**src/caspid_pkg.sv**
```systemverilog
// ----------------------------------------------------------------------------
// caspid_pkg
// Shared types and constants of the cascaded angle / speed controller.
// ----------------------------------------------------------------------------
package caspid_pkg;

    // configuration register indexes
    typedef enum logic [2:0] {
        CFG_SPEED_KP       = 3'd0,
        CFG_SPEED_KI       = 3'd1,
        CFG_SPEED_KD       = 3'd2,
        CFG_ANGLE_KP       = 3'd3,
        CFG_ANGLE_KD       = 3'd4,
        CFG_INTEGRAL_BAND  = 3'd5,
        CFG_INTEGRAL_LIMIT = 3'd6,
        CFG_DRIVE_LIMIT    = 3'd7
    } caspid_cfg_idx_t;

    localparam int CFG_IDX_W  = 3;
    localparam int CFG_DATA_W = 20;

    // request kinds carried in tuser
    localparam logic REQ_SPEED = 1'b0;
    localparam logic REQ_ANGLE = 1'b1;

    // errors of this magnitude or less force zero drive
    localparam logic [16:0] DEADBAND = 17'd2;

    // register file seen by the loop datapaths
    typedef struct packed {
        logic [15:0] speed_kp;
        logic [15:0] speed_ki;
        logic [15:0] speed_kd;
        logic [15:0] angle_kp;
        logic [15:0] angle_kd;
        logic [15:0] integral_band;
        logic [19:0] integral_limit;
        logic [14:0] drive_limit;
    } caspid_cfg_t;

endpackage

```
**src/caspid_angle_step.sv**
```systemverilog
// ----------------------------------------------------------------------------
// caspid_angle_step
// Outer angle PD law: error, Q8.8 terms, clamp to the speed target range.
// ----------------------------------------------------------------------------
module caspid_angle_step #(
    parameter int SPEED_TARGET_MAX = 16000
) (
    input  caspid_pkg::caspid_cfg_t cfg,
    input  logic signed [31:0]      measured_angle,
    input  logic signed [31:0]      angle_cmd,
    input  logic signed [32:0]      prev_err,
    output logic signed [32:0]      err_next,
    output logic signed [15:0]      goal_next
);
    import caspid_pkg::*;

    localparam logic signed [43:0] GOAL_MAX = 44'(SPEED_TARGET_MAX);

    logic signed [16:0] kp_s;
    logic signed [16:0] kd_s;
    logic signed [33:0] diff;
    logic signed [49:0] p_prod;
    logic signed [50:0] d_prod;
    logic signed [41:0] p_term;
    logic signed [42:0] d_term;
    logic signed [43:0] total;

    // error and its change since the last angle step
    assign err_next = 33'(angle_cmd) - 33'(measured_angle);
    assign diff     = 34'(err_next) - 34'(prev_err);

    // gains are unsigned, widened with a zero sign bit
    assign kp_s   = signed'({1'b0, cfg.angle_kp});
    assign kd_s   = signed'({1'b0, cfg.angle_kd});
    assign p_prod = 50'(kp_s) * 50'(err_next);
    assign d_prod = 51'(kd_s) * 51'(diff);

    // drop eight fraction bits, rounding toward minus infinity
    assign p_term = signed'(p_prod[49:8]);
    assign d_term = signed'(d_prod[50:8]);
    assign total  = 44'(p_term) + 44'(d_term);

    // symmetric clamp of the speed target
    always_comb
    begin
        if (total > GOAL_MAX)
            goal_next = GOAL_MAX[15:0];
        else if (total < -GOAL_MAX)
            goal_next = 16'(-GOAL_MAX);
        else
            goal_next = total[15:0];
    end

endmodule

```
**config.mk**
```make
export PLATFORM = sky130hd
export DESIGN_NAME = caspid_angle_step
export DESIGN_NICKNAME = d
export VERILOG_FILES = /design/src/caspid_pkg.sv /design/src/caspid_angle_step.sv
export SDC_FILE = /design/constraint.sdc
export NUM_CORES = 2
export LEC_CHECK = 0
export BUFFER_PORTS_ARGS = -buffer_cell sky130_fd_sc_hd__buf_2
export CORE_UTILIZATION = 60
export DETAILED_ROUTE_END_ITERATION = 10
export GPL_ROUTABILITY_DRIVEN = 0
export PLACE_DENSITY = 0.79
export SKIP_LAST_GASP = 1
export SLEW_MARGIN = 20
export SYNTH_ARGS = -nofsm -noshare
export SYNTH_HDL_FRONTEND = slang
export SYNTH_SLANG_ARGS = --single-unit
export TNS_END_PERCENT = 10
```
**constraint.sdc**
```tcl
create_clock -name vclk -period 25.8
set_input_delay 5.16 -clock vclk [all_inputs]
set_output_delay 5.16 -clock vclk [all_outputs]
set_load 0.005 [all_outputs]
```
# Word-level counts from Yosys, hierarchy flattened
# Index checks and enable logic that the tools add are counted.
dict set report word_totals {
  reg_bits 0
  out_inout_bits 49
}
dict set report classes {
  addsub 3
  n_mul 2
  magnitude_cmp 2
  n_mux 2
}
# op count
set ops {}
lappend ops {{$mul A17 B34 Y51} 1}
lappend ops {{$mul A17 B33 Y50} 1}
lappend ops {{$add A42 B43 Y44} 1}
lappend ops {{$gt A44 B15 Y1 const B} 1}
lappend ops {{$lt A44 B15 Y1 const B} 1}
lappend ops {{$sub A33 B33 Y34} 1}
lappend ops {{$sub A32 B32 Y33} 1}
lappend ops {{$mux W16} 2}

# Depth between registers and ports, before layout
dict set report depth {
  ltp_word 7
  depth_mapped 65
}

# Least setup slack after synthesis
# Ideal clock, no wire load.
dict set report synth_timing {
  path_type {in2out}
  startpoint {in angle_cmd[0]}
  endpoint {out goal_next[7]}
  arrival_ns 18.761
  required_ns 20.640
  setup_slack_ns 1.879
  stages 62
  path_buffers 5
  cell_sequence {inv_1 > ha_1 > fa_1 > nor2b_1 > o21ai_0 > a21boi_0 > o21ai_0 > a21boi_0 > o21a_1 > nor2_1 > o21bai_1 > a21oi_1 > xnor2_1 > clkbuf_1 > ha_1 > clkbuf_1 > nand4_1 > nor2_1 > [26 not listed] > inv_1 > a31o_2 > a21oi_1 > xnor2_1 > ha_1 > clkbuf_1 > and3_1 > a221o_1 > a21oi_1 > o21a_1 > a21boi_0 > xnor2_1 > or3b_2 > or4_1 > buf_2 > or3_1 > buf_6 > a21bo_1}
}
dict set report synth_between {
  elab_chain_len 7
  word_cells_on_any_way 9
}
# item line
set synth_rtl {}
lappend synth_rtl {{start, declared} caspid_angle_step.sv:10} ;# input logic signed [31:0] angle_cmd,
lappend synth_rtl {{$sub A32 B32 Y33 *} caspid_angle_step.sv:29} ;# assign err_next = 33'(angle_cmd) - 33'(measured_angle);
lappend synth_rtl {{named net err_next[10]} caspid_angle_step.sv:12} ;# output logic signed [32:0] err_next,
lappend synth_rtl {{$sub A33 B33 Y34} caspid_angle_step.sv:30} ;# assign diff = 34'(err_next) - 34'(prev_err);
lappend synth_rtl {{$mul A17 B34 Y51} caspid_angle_step.sv:36} ;# assign d_prod = 51'(kd_s) * 51'(diff);
lappend synth_rtl {{$add A42 B43 Y44 *} caspid_angle_step.sv:41} ;# assign total = 44'(p_term) + 44'(d_term);
lappend synth_rtl {{$lt A44 B15 Y1} caspid_angle_step.sv:48} ;# else if (total < -GOAL_MAX)
lappend synth_rtl {{$mux W16} caspid_angle_step.sv:48}
lappend synth_rtl {{$mux W16 *} caspid_angle_step.sv:46} ;# if (total > GOAL_MAX)
lappend synth_rtl {{end, declared} caspid_angle_step.sv:13} ;# output logic signed [15:0] goal_next
# The timed path passes the listed nets; every way through them passes the cells marked *.

# Worst setup path after layout
dict set report layout_timing {
  startpoint {in measured_angle[0]}
  endpoint {out goal_next[0]}
}
dict set report layout_between {
  elab_chain_len 7
  word_cells_on_any_way 9
}
# item line
set layout_rtl {}
lappend layout_rtl {{start, declared} caspid_angle_step.sv:9} ;# input logic signed [31:0] measured_angle,
lappend layout_rtl {{$sub A32 B32 Y33 *} caspid_angle_step.sv:29}
lappend layout_rtl {{$sub A33 B33 Y34} caspid_angle_step.sv:30}
lappend layout_rtl {{$mul A17 B34 Y51} caspid_angle_step.sv:36}
lappend layout_rtl {{$add A42 B43 Y44 *} caspid_angle_step.sv:41}
lappend layout_rtl {{$lt A44 B15 Y1} caspid_angle_step.sv:48}
lappend layout_rtl {{$mux W16} caspid_angle_step.sv:48}
lappend layout_rtl {{$mux W16 *} caspid_angle_step.sv:46}
# Every way passes the cells marked *; elsewhere a longest branch is shown, timed or not.

==> flow_metrics.tcl <==
set metrics [dict create \
    crit_path_frequent_cell "fa_1" \
    drt_wl_total_mm 113 \
    cp.arrival_ps 20040 \
    initial_core_util_pct 60.9 \
    setup_violations 0 \
    rsz0062_at_grt "false" \
    flops_and_latches 0 \
    final_antenna_net_count 0 \
    synth_area_per_cell_um2 8.42 \
    hold_class "in2out" \
    via_per_inst 5.72 \
    antenna_found_initial 0 \
    end_kind "primary output" \
    maxSlewViolCount 0 \
    ys_seq_area_share_pct 0 \
    diodes 0 \
    via_count 34775 \
    crit_start "measured_angle[0]" \
    critPathMaxStageDelay_ps 540 \
    tns_ps 0 \
    min_from "angle_cmd[5]" \
    fmax_ghz 0.0397 \
    tightest_slew_ps 1060 \
    wl_per_cell_um 18.6 \
    maxCapViolations 0 \
    cp_slowest_cell "fa_1" \
    row_count 97 \
    track_usage_pct 32.1 \
    min_period_ps 25200 \
    core_mm2 0.0703 \
    seqCellArea_um2 0 \
    drive_gt1_share_pct 6.42 \
    startpoint_type "primary input" \
    grt.overflow.total 0 \
    yosysWarnings 0 \
    final.clkbuf_count 0 \
    ioPinCount 277 \
    worstPathMaxFanout 16 \
    drc_errors 0 \
    crit_type "in2out" \
    synthCells 5085 \
    die_y_um 269 \
    grt_max_degree 36 \
    hpwl_mm 90.9 \
    hold_viol 0 \
    io_buffers 178 \
    layout.nets 6730 \
    grt_pass1_wl_mm 186 \
    area_delta_synth_final_pct 4.92 \
    period_share_pct 97.7 \
    dieArea_mm2 0.0724 \
    drt-pass1-iter-count 8 \
    drt_iter0_markers 2518 \
    syn_nets 6671 \
    status "complete, no violations" \
    worst_slew_margin_rel_pct 28.8 \
    netlist_area_mm2 0.0428 \
    first_global_vias 36881 \
    ys_types 82 \
    critPathRequiredTime_ps 20640 \
    die_w_um 269 \
]
[path summary, 6_finish.rpt]
check / endpoint / slack, ps / cells past startpoint
worst max-delay path: goal_next[0] / 600 / 63
worst min-delay path: err_next[5] / 11050 / 5
[routing by layer]
metal	up-vias	GRT usage [%]	routed length [µm]
li1	15339	-	-
met1	17502	40.6	43000
met2	1565	54.4	54700
met3	369	4.55	9480
met4	0	14.9	6170
met5	-	0	0
[cell type report]
cell class         count  area (µm²)
multi-input cells   3631       37500
fillers             5912       25400
inverters           1251        4700
repair buffers       260        1510
well taps            940        1180
[synthesized netlist by cell type (20+ instances only)]
| master | instances | area share (%) |
|---|---|---|
| nand3_1 | 53 | 0.62 |
| clkbuf_1 | 192 | 1.7 |
| o21bai_1 | 22 | 0.39 |
| a21oi_1 | 154 | 1.8 |
| nand4_1 | 28 | 0.41 |
| xnor2_1 | 130 | 2.7 |
| and3_1 | 22 | 0.32 |
| and2_1 | 405 | 5.9 |
| inv_1 | 1248 | 11 |
| nand2_1 | 708 | 6.2 |
| ha_1 | 344 | 10 |
| nor2b_1 | 53 | 0.77 |
| nor2_1 | 140 | 1.2 |
| o21a_1 | 40 | 0.70 |
| o21ai_0 | 101 | 1.2 |
| a21o_1 | 61 | 1.1 |
| fa_1 | 1014 | 47 |
| nor3_1 | 42 | 0.49 |
| xor2_1 | 50 | 1.0 |
| a211oi_1 | 20 | 0.35 |
[through the flow]
stage                     hold slack [ps]  std cells  instance area [µm²]  utilization, %  setup WS (ps)
after floorplan                     10540       5085                42800               -           1880
after global placement              11040       6080                44900            63.8            267
after detailed placement            11040       6080                44900            63.8            139
after CTS                           11040       6080                44900            63.8           67.0
after global routing                11090       6082                44900            63.9           12.1
final                               11050       6082                44900            63.9            600
[worst max-delay path: cells and delay by family]
family	cells	cell delay [ps]
compound gates	29	5920
buf+inv	11	1360
fa+ha+maj	11	4810
simple gates	10	2460
xor+xnor	2	320
[timing repair]
item,in CTS,in global routing
buffers inserted,0,2
resized for setup,0,16
hold buffers,0,0
endpoints found under the setup margin,0,14
[placed cells by master, fill, tap and decap left out, drive strengths merged, types with 6 or more instances in the layout]
cell	count
nand2	708
nand3b	13
ha	344
a21o	61
o21ai	101
nor3b	12
or4	8
nand4	28
and2	406
fa	1014
nor2	141
nor2b	53
inv	1250
a211oi	21
a311oi	7
and3b	10
nand3	53
a31oi	16
o22ai	6
o31ai	9
buf	260
a21boi	17
or3	11
o21bai	22
and3	22
xor2	50
nand2b	14
nor3	42
o31a	6
or2	7
xnor2	130
or3b	11
o21a	40
a21oi	154
nor4	8
and4	7
o211ai	12
[logic make-up (layout without fill, tap and decap cells)]
kind of cell | count (synthesis) | after routing | synth area share [%]
AO/OA/AOI/OAI | 529 | 529 | 8.05
adder cells (fa/ha/maj) | 1358 | 1358 | 57.5
AND/OR/NAND/NOR | 1560 | 1560 | 17.9
buffers and inverters | 1454 | 1511 | 12.8
XOR/XNOR | 180 | 180 | 3.68
multiplexers | 4 | 4 | 0.0994
Power is left out: the tool's default activity adds up to more than one toggle a clock period on the data nets, which glitch-free logic cannot reach.
